==> src/design/lkvt_pkg.sv <==
package lkvt_pkg;

  // Table size and the widths that follow from it.
  localparam int CAPACITY = 16;
  localparam int IDX_W    = (CAPACITY > 1) ? $clog2(CAPACITY) : 1;
  localparam int CNT_W    = $clog2(CAPACITY + 1);

  // Fixed field widths of the beats.
  localparam int CMD_W  = 2;
  localparam int KEY_W  = 64;
  localparam int VAL_W  = 64;
  localparam int USED_W = 5;

  // Command codes; the fourth code is a no-op that still reports found.
  localparam logic [CMD_W-1:0] CMD_INSERT = 2'd0;
  localparam logic [CMD_W-1:0] CMD_REMOVE = 2'd1;
  localparam logic [CMD_W-1:0] CMD_LOOKUP = 2'd2;

  typedef struct packed {
    logic [CMD_W-1:0] command;
    logic [KEY_W-1:0] key;
    logic [VAL_W-1:0] value;
  } lkvt_item_t;

  typedef struct packed {
    logic              found;
    logic [VAL_W-1:0]  read_value;
    logic              value_nonzero;
    logic              table_full_drop;
    logic [USED_W-1:0] entries_used;
  } lkvt_result_t;

  // Commands from the controller to the datapath.
  typedef struct packed {
    logic load;       // capture the item and start at entry zero
    logic scan;       // compare the entry read last cycle
    logic rd_last;    // read the last entry
    logic rd_pos;     // read the value at the hit position
    logic wr_update;  // overwrite the value at the hit position
    logic wr_append;  // write a new entry at the end
    logic wr_move;    // copy the last entry into the hit position
    logic count_inc;
    logic count_dec;
    logic fetch;      // the value read last cycle is the lookup result
    logic drop;       // new key dropped, table full
    logic respond;    // register the result beat
  } lkvt_ctl_t;

  // Status from the datapath to the controller.
  typedef struct packed {
    logic             count_zero;
    logic             full;
    logic             match;
    logic             scan_last;
    logic             hit;
    logic [CMD_W-1:0] command;
  } lkvt_stat_t;

endpackage

==> src/design/lkvt_ram.sv <==
module lkvt_ram #(
  parameter int WIDTH = 64,
  parameter int DEPTH = 16,
  localparam int AW = (DEPTH > 1) ? $clog2(DEPTH) : 1
) (
  input  logic             clk,
  input  logic             we,
  input  logic [AW-1:0]    waddr,
  input  logic [WIDTH-1:0] wdata,
  input  logic [AW-1:0]    raddr,
  output logic [WIDTH-1:0] rdata
);

  logic [WIDTH-1:0] mem [DEPTH];

  // One write port and one registered read port.
  always_ff @(posedge clk) begin
    if (we) begin
      mem[waddr] <= wdata;
    end
    rdata <= mem[raddr];
  end

endmodule

==> src/design/lkvt_ctrl.sv <==
module lkvt_ctrl import lkvt_pkg::*; (
  input  logic       clk,
  input  logic       rst,
  input  logic       start,
  input  lkvt_stat_t stat,
  output lkvt_ctl_t  ctl,
  output logic       busy
);

  typedef enum logic [4:0] {
    S_IDLE  = 5'b00001,
    S_SCAN  = 5'b00010,
    S_ACT   = 5'b00100,
    S_MOVE  = 5'b01000,
    S_FETCH = 5'b10000
  } state_t;

  state_t state, state_next;

  assign busy = (state != S_IDLE);

  // Next state and datapath commands.
  always_comb begin
    state_next = state;
    ctl        = '0;
    case (state)
      S_IDLE: begin
        if (start) begin
          ctl.load   = 1'b1;
          state_next = stat.count_zero ? S_ACT : S_SCAN;
        end
      end
      S_SCAN: begin
        ctl.scan = 1'b1;
        if (stat.match || stat.scan_last) begin
          state_next = S_ACT;
        end
      end
      S_ACT: begin
        state_next = S_IDLE;
        case (stat.command)
          CMD_INSERT: begin
            ctl.respond = 1'b1;
            if (stat.hit) begin
              ctl.wr_update = 1'b1;
            end else if (!stat.full) begin
              ctl.wr_append = 1'b1;
              ctl.count_inc = 1'b1;
            end else begin
              ctl.drop = 1'b1;
            end
          end
          CMD_REMOVE: begin
            if (stat.hit) begin
              ctl.rd_last = 1'b1;
              state_next  = S_MOVE;
            end else begin
              ctl.respond = 1'b1;
            end
          end
          CMD_LOOKUP: begin
            if (stat.hit) begin
              ctl.rd_pos = 1'b1;
              state_next = S_FETCH;
            end else begin
              ctl.respond = 1'b1;
            end
          end
          default: begin
            ctl.respond = 1'b1;
          end
        endcase
      end
      S_MOVE: begin
        ctl.wr_move   = 1'b1;
        ctl.count_dec = 1'b1;
        ctl.respond   = 1'b1;
        state_next    = S_IDLE;
      end
      S_FETCH: begin
        ctl.fetch   = 1'b1;
        ctl.respond = 1'b1;
        state_next  = S_IDLE;
      end
      default: begin
        state_next = S_IDLE;
      end
    endcase
  end

  // State register.
  always_ff @(posedge clk) begin
    if (rst) begin
      state <= S_IDLE;
    end else begin
      state <= state_next;
    end
  end

endmodule

==> src/design/lkvt_dp.sv <==
module lkvt_dp import lkvt_pkg::*; (
  input  logic         clk,
  input  logic         rst,
  input  lkvt_item_t   item,
  input  lkvt_ctl_t    ctl,
  output lkvt_stat_t   stat,
  output lkvt_result_t result,
  output logic         done
);

  logic [CMD_W-1:0] cmd_q;
  logic [KEY_W-1:0] key_q;
  logic [VAL_W-1:0] val_q;
  logic [IDX_W-1:0] ptr;
  logic [IDX_W-1:0] pos;
  logic             hit_q;
  logic [CNT_W-1:0] count;
  logic [CNT_W-1:0] count_next;
  logic [CNT_W-1:0] count_m1;
  logic [IDX_W-1:0] rd_addr;
  logic             key_we;
  logic [IDX_W-1:0] key_waddr;
  logic [KEY_W-1:0] key_wdata;
  logic             val_we;
  logic [IDX_W-1:0] val_waddr;
  logic [VAL_W-1:0] val_wdata;
  logic [KEY_W-1:0] key_rd;
  logic [VAL_W-1:0] val_rd;

  assign count_m1 = count - CNT_W'(1);

  // Status toward the controller.
  assign stat.count_zero = (count == '0);
  assign stat.full       = (count == CNT_W'(CAPACITY));
  assign stat.match      = (key_rd == key_q);
  assign stat.scan_last  = ((CNT_W'(ptr) + CNT_W'(1)) == count);
  assign stat.hit        = hit_q;
  assign stat.command    = cmd_q;

  // Shared read address of both stores.
  always_comb begin
    rd_addr = '0;
    if (ctl.scan) begin
      rd_addr = ptr + IDX_W'(1);
    end else if (ctl.rd_last) begin
      rd_addr = count_m1[IDX_W-1:0];
    end else if (ctl.rd_pos) begin
      rd_addr = pos;
    end
  end

  // Write ports: append at the end, overwrite in place, or move the last entry.
  always_comb begin
    key_we    = ctl.wr_append || ctl.wr_move;
    key_waddr = ctl.wr_move ? pos : count[IDX_W-1:0];
    key_wdata = ctl.wr_move ? key_rd : key_q;
    val_we    = ctl.wr_append || ctl.wr_move || ctl.wr_update;
    val_waddr = ctl.wr_append ? count[IDX_W-1:0] : pos;
    val_wdata = ctl.wr_move ? val_rd : val_q;
  end

  always_comb begin
    count_next = count;
    if (ctl.count_inc) begin
      count_next = count + CNT_W'(1);
    end else if (ctl.count_dec) begin
      count_next = count_m1;
    end
  end

  lkvt_ram #(.WIDTH(KEY_W), .DEPTH(CAPACITY)) u_key_ram (
    .clk   (clk),
    .we    (key_we),
    .waddr (key_waddr),
    .wdata (key_wdata),
    .raddr (rd_addr),
    .rdata (key_rd)
  );

  lkvt_ram #(.WIDTH(VAL_W), .DEPTH(CAPACITY)) u_val_ram (
    .clk   (clk),
    .we    (val_we),
    .waddr (val_waddr),
    .wdata (val_wdata),
    .raddr (rd_addr),
    .rdata (val_rd)
  );

  // Item capture and scan position.
  always_ff @(posedge clk) begin
    if (ctl.load) begin
      cmd_q <= item.command;
      key_q <= item.key;
      val_q <= item.value;
      ptr   <= '0;
      hit_q <= 1'b0;
    end else if (ctl.scan) begin
      if (stat.match) begin
        hit_q <= 1'b1;
        pos   <= ptr;
      end else begin
        ptr <= ptr + IDX_W'(1);
      end
    end
  end

  // Entry count and result strobe.
  always_ff @(posedge clk) begin
    if (rst) begin
      count <= '0;
      done  <= 1'b0;
    end else begin
      count <= count_next;
      done  <= ctl.respond;
    end
  end

  // Result beat register.
  always_ff @(posedge clk) begin
    if (ctl.respond) begin
      result.found           <= hit_q;
      result.read_value      <= ctl.fetch ? val_rd : '0;
      result.value_nonzero   <= ctl.fetch && (val_rd != '0);
      result.table_full_drop <= ctl.drop;
      result.entries_used    <= USED_W'(count_next);
    end
  end

endmodule

==> src/design/linear_key_value_table.sv <==
// Flow of an item: the scan compares one stored key at a time until a match or the last entry,
// then the command acts and its result is registered; a remove or lookup hit first reads the last
// entry or the hit value. Items are taken one at a time, with one compare a cycle through
// the key store's single read port. A new item is accepted in the cycle its predecessor's result shows.
// Reset (synchronous, active high) empties the table; stored entries are not cleared.
// The result beat is shown for exactly one cycle and cannot be stalled.
module linear_key_value_table import lkvt_pkg::*; (
  input  logic         clk,
  input  logic         rst,
  input  logic         start,
  output logic         busy,
  input  lkvt_item_t   item,
  output lkvt_result_t result,
  output logic         done
);

  lkvt_ctl_t  ctl;
  lkvt_stat_t stat;

  lkvt_ctrl u_ctrl (
    .clk   (clk),
    .rst   (rst),
    .start (start),
    .stat  (stat),
    .ctl   (ctl),
    .busy  (busy)
  );

  lkvt_dp u_dp (
    .clk    (clk),
    .rst    (rst),
    .item   (item),
    .ctl    (ctl),
    .stat   (stat),
    .result (result),
    .done   (done)
  );

  // An accepted beat makes the block busy in the next cycle.
  a_accept_busy: assert property (@(posedge clk) disable iff (rst)
    (start && !busy) |=> busy)
    else $error("accepted beat did not make the block busy");

  // A result beat only follows a cycle of work.
  a_done_after_busy: assert property (@(posedge clk) disable iff (rst)
    done |-> $past(busy))
    else $error("result beat without work in progress");

  // The count never grows past the capacity.
  a_no_overfill: assert property (@(posedge clk) disable iff (rst)
    !(stat.full && ctl.count_inc))
    else $error("append into a full table");

  // A move only happens on a table that holds entries.
  a_move_nonempty: assert property (@(posedge clk) disable iff (rst)
    ctl.wr_move |-> (!stat.count_zero && stat.hit))
    else $error("entry move without a hit in a nonempty table");

endmodule

==> config.mk <==
export PLATFORM = sky130hd
export DESIGN_NAME = linear_key_value_table
export DESIGN_NICKNAME = d
export VERILOG_FILES = /design/src/design/lkvt_pkg.sv /design/src/design/lkvt_ram.sv /design/src/design/lkvt_ctrl.sv /design/src/design/lkvt_dp.sv /design/src/design/linear_key_value_table.sv
export SDC_FILE = /design/constraint.sdc
export NUM_CORES = 2
export LEC_CHECK = 0
export BUFFER_PORTS_ARGS = -buffer_cell sky130_fd_sc_hd__buf_2
export CAP_MARGIN = 30
export CORE_ASPECT_RATIO = 0.9
export CORE_MARGIN = 5
export CORE_UTILIZATION = 45
export DETAILED_ROUTE_END_ITERATION = 6
export GPL_TIMING_DRIVEN = 0
export PLACE_DENSITY_LB_ADDON = 0.08
export SYNTH_ARGS = -nofsm -noshare
export SYNTH_HDL_FRONTEND = slang
export SYNTH_SLANG_ARGS = --single-unit
==> constraint.sdc <==
create_clock -name clk -period 16 [get_ports clk]
set_input_delay 1.6 -clock clk [delete_from_list [all_inputs] [get_ports clk]]
set_output_delay 1.6 -clock clk [all_outputs]
set_load 0.01 [all_outputs]
==> results.tsv <==
stage	metric	value	unit
hold_path	Hold WC Path Type	reg2reg	
logic_synthesis	Yosys reg bits	2398	
route	DR WL/cell	31.0	µm
cells_and_area	Filler cells	16900	
setup_path	Critical R2R Launch	u_dp.count[1]	
setup_path	critical path's largest stage delay	0.86	ns
place	I/O Buffers	206	
die	Starting Density	45.2	%
clock_tree	CTS Buffer Depth	3	
grt	M2 GR Usage	41.1	%
hold_path	hold_sp	u_dp.hit_q	
setup_path	Worst Path Buf+Inv	5	
clock_tree	total CTS buffers	239	
clock_tree	worst-skew pair later-pin latency	0.87	ns
setup_path	crit-path most repeated cell	buf_2	
logic_synthesis	Primary FF master, synth	edfxtp_1	
sta	hold_ws	0.445	ns
die	num rows	158	
setup_path	crit start category	register	
logic_synthesis	Mapped Area	93100	µm²
power_and_ir_drop	Clock power frac	42.6	%
clock_tree	PostCTS Resize Cnt	0	
setup_path	critical path arrival	5.49	ns
cells_and_area	combined area of the multi-input logic cells	20800	µm²
sta	final setup fails	0	
logic_synthesis	most instantiated library cell after synthesis	edfxtp_1	
setup_path	critical path capture point type	register	
route	WL final	286000	µm
route	antenna viol nets, final	0	
route	via count	54700	
grt	global route hottest layer	met2	
cells_and_area	register area	70600	µm²
power_and_ir_drop	cell-internal power	0.0102	W
sta	Final Skew	0.0241	ns
setup_path	Critical Path RT	16.73	ns
die	Die Y	442	µm
power_and_ir_drop	sequential share of power	55.0	%
setup_path	CP top delay family	buffers and inverters	
logic_synthesis	Seq/Total Area, Yosys	75.8	%
power_and_ir_drop	Leak	38.4	nW
power_and_ir_drop	combinational power share	2.5	%
clock_tree	CTS Hold Bufs	0	
run	Max Cap Violations	0	
cells_and_area	number of nets in the layout	6437	
setup_path	CP max FO	11	
sta	Slew HR	23.9	%
logic_synthesis	Syn Nets	5879	
die	Chip Width	489	µm
cells_and_area	Area growth syn-to-layout	15.7	%
clock_tree	TritonCTS clock tree	yes	
clock_tree	post-CTS setup buffers	0	
setup_path	CP Launch Point	u_dp.count[1]	
grt	GRT Util Overall	26.0	%
setup_path	CP Cell Sequence	clkbuf_1, inv_1, ha_1, nor2b_1, o2111ai_2, and2_1, buf_2, buf_2, buf_1, a221oi_1, o221a_1	
route	DR DRC count	0	
route	DR pass1 iterations	5	
logic_synthesis	ranking of synthesized cells by instance count	edfxtp_1 (2254), nand2_1 (653), mux2i_1 (510), and3_1 (384), a211oi_1 (381)	
sta	Setup WS post-layout	11.24	ns
logic_synthesis	Synth top area share	72.7	%
sta	worst-margin pin slew	1.14	ns
logic_synthesis	Cells after Synth	5739	
grt	M1 GR Usage	36.6	%
cells_and_area	fin util	52.3	%
route	Iteration-0 DRC Markers	6047	
power_and_ir_drop	sw frac	20.7	%
die	DIE AREA	216000	µm²
clock_tree	Worst-path clk slew	0.06	ns
cells_and_area	fin area	108000	µm²
die	core area	206000	µm²
grt	vias in the first global route	53300	
grt	routing usage on met3	4.69	%
grt	grt ovf	0	
sta	final hold viol count	0	
setup_path	Crit Path Class	reg2reg	
route	Via-to-Cell Ratio	5.92	
logic_synthesis	distinct cell type count after synthesis	60	
sta	RSZ-0062 raised after global routing	no	
sta	Final Max Slew Viols	0	
sta	fmax	210	MHz
power_and_ir_drop	pwr dens	119	nW/µm²
power_and_ir_drop	Net Switching	0.00265	W
grt	initial antenna violation count	19	
place	GPL Wtd Cong	0.837	
die	I/O pin cnt	207	
logic_synthesis	Avg Synthesized Cell Area	16.2	µm²
clock_tree	CTS Root Cell	clkbuf_16	
grt	largest net degree at the start of global routing	69	
place	pre-CTS setup slack	11.35	ns
logic_synthesis	area leader, netlist	edfxtp_1	
sta	crit share post-route	29.8	%
sta	Post-Route Setup TNS	0	ns
sta	fin crit period	4.76	ns
grt	first-pass GRT wire length	400000	µm
clock_tree	CTS Sinks	2398	
power_and_ir_drop	Peak VDD IR	0.101	mV
clock_tree	CTS H-Tree Depth	4	
logic_synthesis	asr flop ratio synth	0	%
setup_path	crit path max-delay cell type	buf_1	
logic_synthesis	EDFF count, synth	2254	
place	Placed Area	100000	µm²
run_status	status	finished clean	
logic_synthesis	Synth warnings	0	
cells_and_area	layout cells sized above 1	13.1	%
logic_synthesis	top cells by area, synth	edfxtp_1 (73%), mux2i_1 (5.5%), dfxtp_1 (3.1%), a211oi_1 (3.1%), nand2_1 (2.6%)	
place	DP Wirelength	195000	µm
sequential cells by signal, summed over array words and instances (netlist names), 4 cells and up:
| signal | flops |
|---|---|
| u_dp.key_q | 64 |
| u_dp.count | 5 |
| u_dp.result | 72 |
| u_dp.u_val_ram.rdata | 64 |
| u_dp.val_q | 64 |
| u_dp.u_key_ram.rdata | 64 |
| u_dp.u_key_ram.mem | 1024 |
| u_dp.pos | 4 |
| u_ctrl.state | 5 |
| u_dp.ptr | 4 |
| u_dp.u_val_ram.mem | 1024 |
power by group through the flow:
stage          clock [W]  sequential [W]  combinational, W
5_1_grt          0.00582         0.00705          0.000341
4_1_cts          0.00554         0.00705          0.000316
3_3_place_gp           0         0.00719          0.000292
2_1_floorplan          0         0.00716          0.000149
6_report         0.00546         0.00705          0.000315
3_5_place_dp           0         0.00718          0.000315
final timing paths:
kind         depth (start not counted)                       end  slack (ns)
max                                 11  u_dp.u_key_ram.rdata[23]       11.24
min                                  0           u_dp.result[71]        0.45
max reg2reg                         11  u_dp.u_key_ram.rdata[23]       11.24
min reg2reg                          0           u_dp.result[71]        0.45
logic make-up (layout without fill, tap and decap cells):
group	Yosys count	in the layout	synth area share (%)
compound gates	1069	1069	9.18
xor+xnor	75	75	0.706
fa+ha+maj	7	7	0.0941
buf+inv	432	1201	2.16
flops	2398	2398	75.8
mux	514	514	5.58
other cells	0	12	0
simple gates	1244	1244	6.49
layout make-up:
cell class | count | area share (%)
sequential | 2398 | 65.5
multi-input combinational | 2909 | 19.3
clock buffer | 341 | 6.20
tap | 2720 | 3.16
timing repair buffer | 317 | 3.07
buffer | 423 | 1.85
clock inverter | 111 | 0.841
inverter | 9 | 0.0383
antenna | 12 | 0.0279
cells in the final DEF, fill, tap and decap left out, types with 134 or more instances in the layout:
| cell type | instances |
|---|---|
| mux2i_1 | 510 |
| buf_2 | 253 |
| a221oi_1 | 227 |
| and3_1 | 384 |
| edfxtp_1 | 2254 |
| dfxtp_1 | 144 |
| nand2_1 | 653 |
| o21ai_0 | 134 |
| a211oi_1 | 381 |
| clkbuf_1 | 354 |
| clkbuf_16 | 243 |
per-stage QoR:
step	total power, W	instances
after CTS	0.0129	9226
after global placement	0.00748	8665
after global routing	0.0132	9230
after detailed placement	0.00750	8774
final	0.0128	9240
after floorplan	0.00731	5739
layer usage:
layer | vias to the layer above | wire length [µm] | share of wire, %
met5 | - | 48 | 0.017
met4 | 8 | 11200 | 3.9
met3 | 466 | 20300 | 7.1
met2 | 2080 | 132000 | 46
met1 | 28100 | 123000 | 43
li1 | 24000 | - | -
(Power assumes the default switching activity.)
